## config.mk

```make
export PLATFORM = sky130hd
export DESIGN_NAME = traffic_light_with_walk_countdown_unit
export DESIGN_NICKNAME = d
export VERILOG_FILES = /design/src/hw/rtl/tlwc_pkg.sv /design/src/hw/rtl/traffic_light_with_walk_countdown_unit.sv /design/src/hw/rtl/tlwc_next.sv
export SDC_FILE = /design/constraint.sdc
export NUM_CORES = 1
export LEC_CHECK = 0
export BUFFER_PORTS_ARGS = -buffer_cell sky130_fd_sc_hd__buf_4
export CELL_PAD_IN_SITES_DETAIL_PLACEMENT = 1
export CELL_PAD_IN_SITES_GLOBAL_PLACEMENT = 2
export CORE_UTILIZATION = 30
export CTS_BUF_LIST = sky130_fd_sc_hd__clkbuf_4 sky130_fd_sc_hd__clkbuf_8
export DETAILED_ROUTE_END_ITERATION = 10
export GPL_TIMING_DRIVEN = 0
export PLACE_DENSITY_LB_ADDON = 0.1
export SLEW_MARGIN = 10
export SYNTH_ARGS = -nofsm -noshare
export SYNTH_HDL_FRONTEND = slang
export SYNTH_SLANG_ARGS = --single-unit
```

## constraint.sdc

```tcl
create_clock -name clk -period 7.5 [get_ports clk]
set_input_delay 1.5 -clock clk [delete_from_list [all_inputs] [get_ports clk]]
set_output_delay 1.5 -clock clk [all_outputs]
set_load 0.005 [all_outputs]
```

## src/hw/rtl/tlwc_pkg.sv

```systemverilog
// Shared types, constants and small lookup functions for the traffic light
// controller with walk countdown. No dependencies.

package tlwc_pkg;

  // Register map of the configuration port
  localparam int unsigned CFG_IDX_W  = 2;
  localparam int unsigned CFG_DATA_W = 16;
  localparam logic [CFG_IDX_W-1:0] CFG_LONG_PHASE  = 2'd0;
  localparam logic [CFG_IDX_W-1:0] CFG_SHORT_PHASE = 2'd1;
  localparam logic [CFG_IDX_W-1:0] CFG_COUNT_STEP  = 2'd2;

  localparam logic [15:0] LONG_PHASE_RST  = 16'd8000;
  localparam logic [15:0] SHORT_PHASE_RST = 16'd2000;
  localparam logic [15:0] COUNT_STEP_RST  = 16'd1000;

  // Beat widths
  localparam int unsigned IN_DATA_W  = 8;
  localparam int unsigned OUT_DATA_W = 16;

  // Lamp bits
  localparam int unsigned LAMP_RED    = 0;
  localparam int unsigned LAMP_YELLOW = 1;
  localparam int unsigned LAMP_GREEN  = 2;
  localparam int unsigned LAMP_WHITE  = 3;

  localparam logic [6:0] SEG_ALL    = 7'h7F;
  localparam logic [3:0] DIGIT_RST  = 4'd9;
  localparam logic [3:0] DIGIT_ZERO = 4'd0;
  localparam logic [3:0] DIGIT_STOP = 4'd8;

  // Phase codes as shown on the result beat
  localparam logic [2:0] PHASE_CODE_START  = 3'd0;
  localparam logic [2:0] PHASE_CODE_RED    = 3'd1;
  localparam logic [2:0] PHASE_CODE_REDYEL = 3'd2;
  localparam logic [2:0] PHASE_CODE_GREEN  = 3'd3;
  localparam logic [2:0] PHASE_CODE_YELLOW = 3'd4;

  typedef enum logic [4:0] {
    PH_START  = 5'b00001,
    PH_RED    = 5'b00010,
    PH_REDYEL = 5'b00100,
    PH_GREEN  = 5'b01000,
    PH_YELLOW = 5'b10000
  } phase_t;

  typedef struct packed {
    logic [15:0] long_phase_ticks;
    logic [15:0] short_phase_ticks;
    logic [15:0] count_step_ticks;
  } cfg_t;

  typedef struct packed {
    phase_t      phase;
    logic [15:0] phase_count;
    logic        walk_request;
    logic [3:0]  lamps;
    logic        count_running;
    logic [15:0] count_ticks;
    logic [3:0]  digit;
    logic [6:0]  segments;
  } state_t;

  function automatic logic [2:0] phase_code(input phase_t ph);
    logic [2:0] code;
    unique case (ph)
      PH_START:  code = PHASE_CODE_START;
      PH_RED:    code = PHASE_CODE_RED;
      PH_REDYEL: code = PHASE_CODE_REDYEL;
      PH_GREEN:  code = PHASE_CODE_GREEN;
      PH_YELLOW: code = PHASE_CODE_YELLOW;
      default:   code = PHASE_CODE_START;
    endcase
    return code;
  endfunction

  // (digit + 8) mod 9 over the whole 4-bit range
  function automatic logic [3:0] digit_dec(input logic [3:0] d);
    logic [4:0] s;
    s = {1'b0, d} + 5'd8;
    if (s >= 5'd18) begin
      s = s - 5'd18;
    end else if (s >= 5'd9) begin
      s = s - 5'd9;
    end
    return s[3:0];
  endfunction

  function automatic logic [6:0] glyph(input logic [3:0] d);
    logic [6:0] g;
    unique case (d)
      4'd0:    g = 7'h7E;
      4'd1:    g = 7'h30;
      4'd2:    g = 7'h6D;
      4'd3:    g = 7'h79;
      4'd4:    g = 7'h33;
      4'd5:    g = 7'h5B;
      4'd6:    g = 7'h1F;
      4'd7:    g = 7'h70;
      4'd8:    g = 7'h7F;
      default: g = SEG_ALL;
    endcase
    return g;
  endfunction

endpackage

```

## src/hw/rtl/traffic_light_with_walk_countdown_unit.sv

```systemverilog
// Top level of the traffic light controller with walk countdown.
// Depends on tlwc_pkg and tlwc_next.

// Usage:
//   in_*   : one beat per millisecond slot; in_tdata[0] is the tick flag,
//            in_tdata[1] the pedestrian button rising edge.
//   out_*  : one result beat per input beat, showing lamps, the seven-segment
//            pattern and the phase code after that beat's update.
//   cfg_*  : write port for the three dwell registers (long phase, short
//            phase, countdown step); write only while no beat is in flight.
// A result becomes valid in the cycle after its input is accepted. Throughput
// is one beat per cycle while the receiver takes results: the state update is
// a single pass of next-state logic into the state and result registers.
// When the receiver stalls, the result register holds its beat and
// in_tready drops until that beat is taken or leaves in the same cycle.
// Reset (synchronous, active low) loads the dwell registers with their
// defaults, puts the lights in the start phase with all lamps off, the
// display on all segments, the digit at nine and empties the result register.

module traffic_light_with_walk_countdown_unit import tlwc_pkg::*; (
  input  logic                  clk,
  input  logic                  rst_n,
  input  logic                  in_tvalid,
  output logic                  in_tready,
  input  logic [IN_DATA_W-1:0]  in_tdata,   // [0] tick, [1] button_rise, rest zero
  output logic                  out_tvalid,
  input  logic                  out_tready,
  // [0] red_lamp, [1] yellow_lamp, [2] green_lamp, [3] white_lamp,
  // [10:4] segments, [13:11] phase, rest zero
  output logic [OUT_DATA_W-1:0] out_tdata,
  input  logic                  cfg_we,
  input  logic [CFG_IDX_W-1:0]  cfg_addr,
  input  logic [CFG_DATA_W-1:0] cfg_wdata
);

  cfg_t   cfg_r;
  state_t state_r, state_nxt;
  logic   out_valid_r;
  logic [OUT_DATA_W-1:0] out_data_r, out_data_nxt;
  logic   in_fire;

  assign in_tready = !out_valid_r || out_tready;
  assign in_fire   = in_tvalid && in_tready;

  tlwc_next u_next (
    .cur         (state_r),
    .cfg         (cfg_r),
    .tick        (in_tdata[0]),
    .button_rise (in_tdata[1]),
    .nxt         (state_nxt)
  );

  assign out_data_nxt = {2'b00, phase_code(state_nxt.phase), state_nxt.segments,
                         state_nxt.lamps};

  always_ff @(posedge clk) begin
    if (!rst_n) begin
      cfg_r.long_phase_ticks  <= LONG_PHASE_RST;
      cfg_r.short_phase_ticks <= SHORT_PHASE_RST;
      cfg_r.count_step_ticks  <= COUNT_STEP_RST;
    end else if (cfg_we) begin
      unique case (cfg_addr)
        CFG_LONG_PHASE:  cfg_r.long_phase_ticks  <= cfg_wdata;
        CFG_SHORT_PHASE: cfg_r.short_phase_ticks <= cfg_wdata;
        CFG_COUNT_STEP:  cfg_r.count_step_ticks  <= cfg_wdata;
        default: ;  // drop writes past the register map
      endcase
    end
  end

  always_ff @(posedge clk) begin
    if (!rst_n) begin
      state_r.phase         <= PH_START;
      state_r.phase_count   <= '0;
      state_r.walk_request  <= 1'b0;
      state_r.lamps         <= '0;
      state_r.count_running <= 1'b0;
      state_r.count_ticks   <= '0;
      state_r.digit         <= DIGIT_RST;
      state_r.segments      <= SEG_ALL;
      out_valid_r           <= 1'b0;
    end else begin
      if (in_fire) begin
        state_r     <= state_nxt;
        out_valid_r <= 1'b1;
      end else if (out_tready) begin
        out_valid_r <= 1'b0;
      end
    end
  end

  // result payload, loaded on each accepted beat
  always_ff @(posedge clk) begin
    if (in_fire) begin
      out_data_r <= out_data_nxt;
    end
  end

  assign out_tvalid = out_valid_r;
  assign out_tdata  = out_data_r;

endmodule

```

## src/hw/rtl/tlwc_next.sv

```systemverilog
// Next-state logic for one input beat: walk toggle, countdown step, then
// phase step. Depends on tlwc_pkg.

module tlwc_next import tlwc_pkg::*; (
  input  state_t cur,
  input  cfg_t   cfg,
  input  logic   tick,
  input  logic   button_rise,
  output state_t nxt
);

  logic [15:0] ct_inc;
  logic [15:0] pc_inc;
  logic [15:0] dwell;
  logic [3:0]  dig_dec;

  always_comb begin
    nxt          = cur;
    ct_inc       = cur.count_ticks + 16'd1;
    pc_inc       = cur.phase_count + 16'd1;
    dig_dec      = digit_dec(cur.digit);
    dwell        = ((cur.phase == PH_RED) || (cur.phase == PH_GREEN)) ?
                   cfg.long_phase_ticks : cfg.short_phase_ticks;

    nxt.walk_request = cur.walk_request ^ button_rise;

    if (tick) begin
      // countdown advances first
      if (cur.count_running) begin
        nxt.count_ticks = ct_inc;
        if (ct_inc >= cfg.count_step_ticks) begin
          nxt.count_ticks = '0;
          if (dig_dec == DIGIT_ZERO) begin
            nxt.count_running = 1'b0;
            nxt.digit         = DIGIT_STOP;
            nxt.segments      = SEG_ALL;
          end else begin
            nxt.digit    = dig_dec;
            nxt.segments = glyph(dig_dec);
          end
        end
      end

      nxt.phase_count = pc_inc;
      if (pc_inc >= dwell) begin
        nxt.phase_count = '0;
        unique case (cur.phase)
          PH_START, PH_YELLOW: begin
            nxt.phase = PH_RED;
            nxt.lamps = 4'b0001;
            if (nxt.walk_request) begin
              if (!nxt.count_running) begin
                nxt.count_running = 1'b1;
                nxt.count_ticks   = '0;
              end
              nxt.lamps[LAMP_WHITE] = 1'b1;
              nxt.walk_request      = 1'b0;
            end
          end
          PH_RED: begin
            nxt.phase = PH_REDYEL;
            nxt.lamps = '0;
            nxt.lamps[LAMP_RED]    = 1'b1;
            nxt.lamps[LAMP_YELLOW] = 1'b1;
          end
          PH_REDYEL: begin
            nxt.phase = PH_GREEN;
            nxt.lamps = '0;
            nxt.lamps[LAMP_GREEN] = 1'b1;
          end
          PH_GREEN: begin
            nxt.phase = PH_YELLOW;
            nxt.lamps = '0;
            nxt.lamps[LAMP_YELLOW] = 1'b1;
          end
          default: begin
            nxt.phase = PH_RED;
            nxt.lamps = 4'b0001;
          end
        endcase
      end
    end
  end

endmodule

```

==> metrics.yaml <==
outcome: "finished clean"
finalSetupViolCount: 0
p_leak_nw: 3.14
slew_viol_final: 0
finalClockSkew_ns: 0.0212
crit_fanout: 10
root_buffer: "clkbuf_8"
vias: 5789
clk_latency_ns: 0.46
critPathLaunchType: "register"
wl_per_cell_um: 18.4
r2r_setup_slack_ns: 3.05
grt_pass1_vias: 5936
wirelength_mm: 20.6
synthDistinctLibCells: 76
dieArea_mm2: 0.0223
coreArea_mm2: 0.0212
fin_setup_tns_ns: 0
fillers: 2574
period_minus_slack_ns: 4.45
p_per_area_mw_per_mm2: 179
rsz0062_at_grt: "false"
hold_buffers: 0
path_clk_slew_ns: 0.08
grtUsageTotal_pct: 19.2
layout_commonest_cell: "nand2_1"
ir_drop_v: 0.0000912
relSlewSlack_pct: 41.1
synthArstFlopShare_pct: 0
grt_pass1_wl_mm: 32.4
n_antenna_cell: 0
post_route_cells_drive_above_1_share_pct: 13.5
p_sw_share_pct: 27.7
hold_viol: 0
synth_edf_count: 14
worst_slew_pin_slew_ns: 0.881
fmax_mhz: 225
drt_pass1_iterations: 4
drt_iter0_markers: 202
die_x_um: 149
die_y_um: 149
pin_count: 49
netlist_instances: 774
ys.flop_type: "dfxtp_1"
cts.sinks: 117
rows: 53
grt_start_max_net_pins: 18
p_int_uw: 981
pwr-share-comb_pct: 6.7
avgSynthCellArea_um2: 8.42
arrival_ns: 4.71
htree_levels: 4
cts_setup_buffers: 0
antenna_found_initial: 0
power_switching_uw: 375
nets: 909
hp-class: "reg -> reg"
cts_resized: 0
fin_crit_sh_pct: 59.4
viasPerCell: 5.16
required_ns: 7.76
overflow: 0
portBuffers: 39
ys_seq_elements: 117
seqPwrFrac_pct: 48.1
crit_type: "reg -> reg"
syn_to_final_growth_pct: 16.1
start_util_pct: 30.8
synth_seq_area_share_pct: 38.1
cp-startpoint: "state_r[52]$_SDFFE_PN0P_"
yosys_warnings: 0
final_area_mm2: 0.00756
cts_buffer_depth: 2
final_cell_mix: "nand2_1, dfxtp_1, a21oi_1"
hold_start: "cfg_r[12]$_SDFFE_PN0P_"
place_hpwl_mm: 15.7
ant_nets: 0
r2r-start: "state_r[52]$_SDFFE_PN0P_"
place_area_mm2: 0.00716
cts_tree: "done"
max_cap_viol_count: 0
tritoncts.num_buffers: 17
end_kind: "register"
pwr-share-clk_pct: 45.2
place.gp.congestion: 0.791
drc: 0
syn-cell-area_mm2: 0.00651
## synth_stat cells, drive strengths merged, types with 2 or more instances
master     n  area share [%]
or2        4            0.38
o211ai    11             1.3
clkbuf    25             1.4
nand2b     6            0.58
a31oi      6            0.67
and3b      4            0.54
a32oi      5            0.67
o21a       4            0.46
a21o       5            0.58
a221o      2            0.31
a211o      2            0.27
a41o       2            0.31
o22ai      8            0.77
nor2b      3            0.29
mux2       6             1.0
mux2i     19             2.9
nor2      41             2.5
and4       4            0.54
xor2      12             1.6
nor3b      8            0.92
a32o       3            0.46
xnor2     22             3.0
o31ai      2            0.31
dfxtp    103              32
and3      13             1.2
or3b       3            0.40
nor4       4            0.48
a22oi      2            0.23
a21oi     70             5.5
nor3       7            0.54
nand2    145             8.4
nand3b     3            0.40
a211oi     5            0.65
nand3     44             3.5
nand4      5            0.48
inv       31             1.8
a2111oi    2            0.36
and2       5            0.52
buf       18             1.8
a311oi     3            0.40
o21ai     25             2.0
edfxtp    14             6.5
or3        8            0.77
ha        45             8.6
## logic make-up (layout without fill, tap and decap cells)
logic type / count (synthesis) / count (layout) / synth area share, %
buf+inv: 75 / 146 / 5.07
simple gates: 310 / 310 / 23.0
xor+xnor: 34 / 34 / 4.57
compound gates: 167 / 167 / 16.6
other cells: 1 / 2 / 0.0576
flops: 117 / 117 / 38.1
mux: 25 / 25 / 3.96
fa+ha+maj: 45 / 45 / 8.64
## routing by layer
metal	GRT usage (%)	wire (um)	part of all wire (%)	vias up
met3	3.18	546	2.7	22
met5	0	0	0	-
li1	-	-	-	2848
met1	24.9	9910	48	2841
met2	32.3	9840	48	78
met4	5.87	295	1.4	0
## worst max-delay path, stage by stage, from the launching register on
cell	delay (ns)
dfxtp_1	0.31
clkbuf_1	0.31
xor2_1	0.12
nand3_1	0.11
clkbuf_1	0.57
buf_2	0.44
mux2i_1	0.32
ha_1	0.29
a211o_1	0.30
o211ai_1	0.12
nand3_1	0.11
or4_1	0.41
buf_4	0.19
nand3_2	0.12
buf_2	0.24
xor2_1	0.29
## final cells by class
class,instances,area [um2],share of cell area (%)
plain buffers,43,210,2.78
clock buffers,17,234,3.09
clock inverters,15,171,2.27
inverters,32,120,1.59
multi-input cells,583,3710,49.0
flip-flops and latches,117,2480,32.8
well taps,275,344,4.55
repair buffers,39,293,3.87
## power groups by stage
stage               Clock [mW]  Combinational [mW]  Sequential (mW)
finish                   0.614              0.0906            0.652
global route             0.661               0.101            0.654
CTS                      0.632              0.0929            0.652
detailed placement           0              0.0927            0.667
global placement             0              0.0890            0.666
floorplan                    0              0.0476            0.665
## path summary, 6_finish.rpt
check / cells past startpoint / to
worst min-delay path: 2 / cfg_r[12]$_SDFFE_PN0P_
worst min register to register: 2 / cfg_r[12]$_SDFFE_PN0P_
worst max register to register: 15 / out_tdata[11]$_DFFE_PP_
worst max-delay path: 15 / out_tdata[11]$_DFFE_PP_
## flip-flops by register name, indices dropped and copies added (netlist names)
name and count:
out_tvalid 1, out_tdata 14, cfg_r 48, state_r 54
## per-stage QoR
stage	setup WS (ns)	hold WS [ns]	power [mW]	instances	util, %
6_report	3.05	0.460	1.36	1121	35.7
3_3_place_gp	3.03	0.440	0.755	1089	33.8
3_5_place_dp	2.97	0.452	0.760	1089	33.8
4_1_cts	2.94	0.464	1.38	1121	35.7
2_1_floorplan	3.94	0.433	0.713	775	-
5_1_grt	2.68	0.490	1.42	1121	35.7
(Power assumes the default switching activity.)
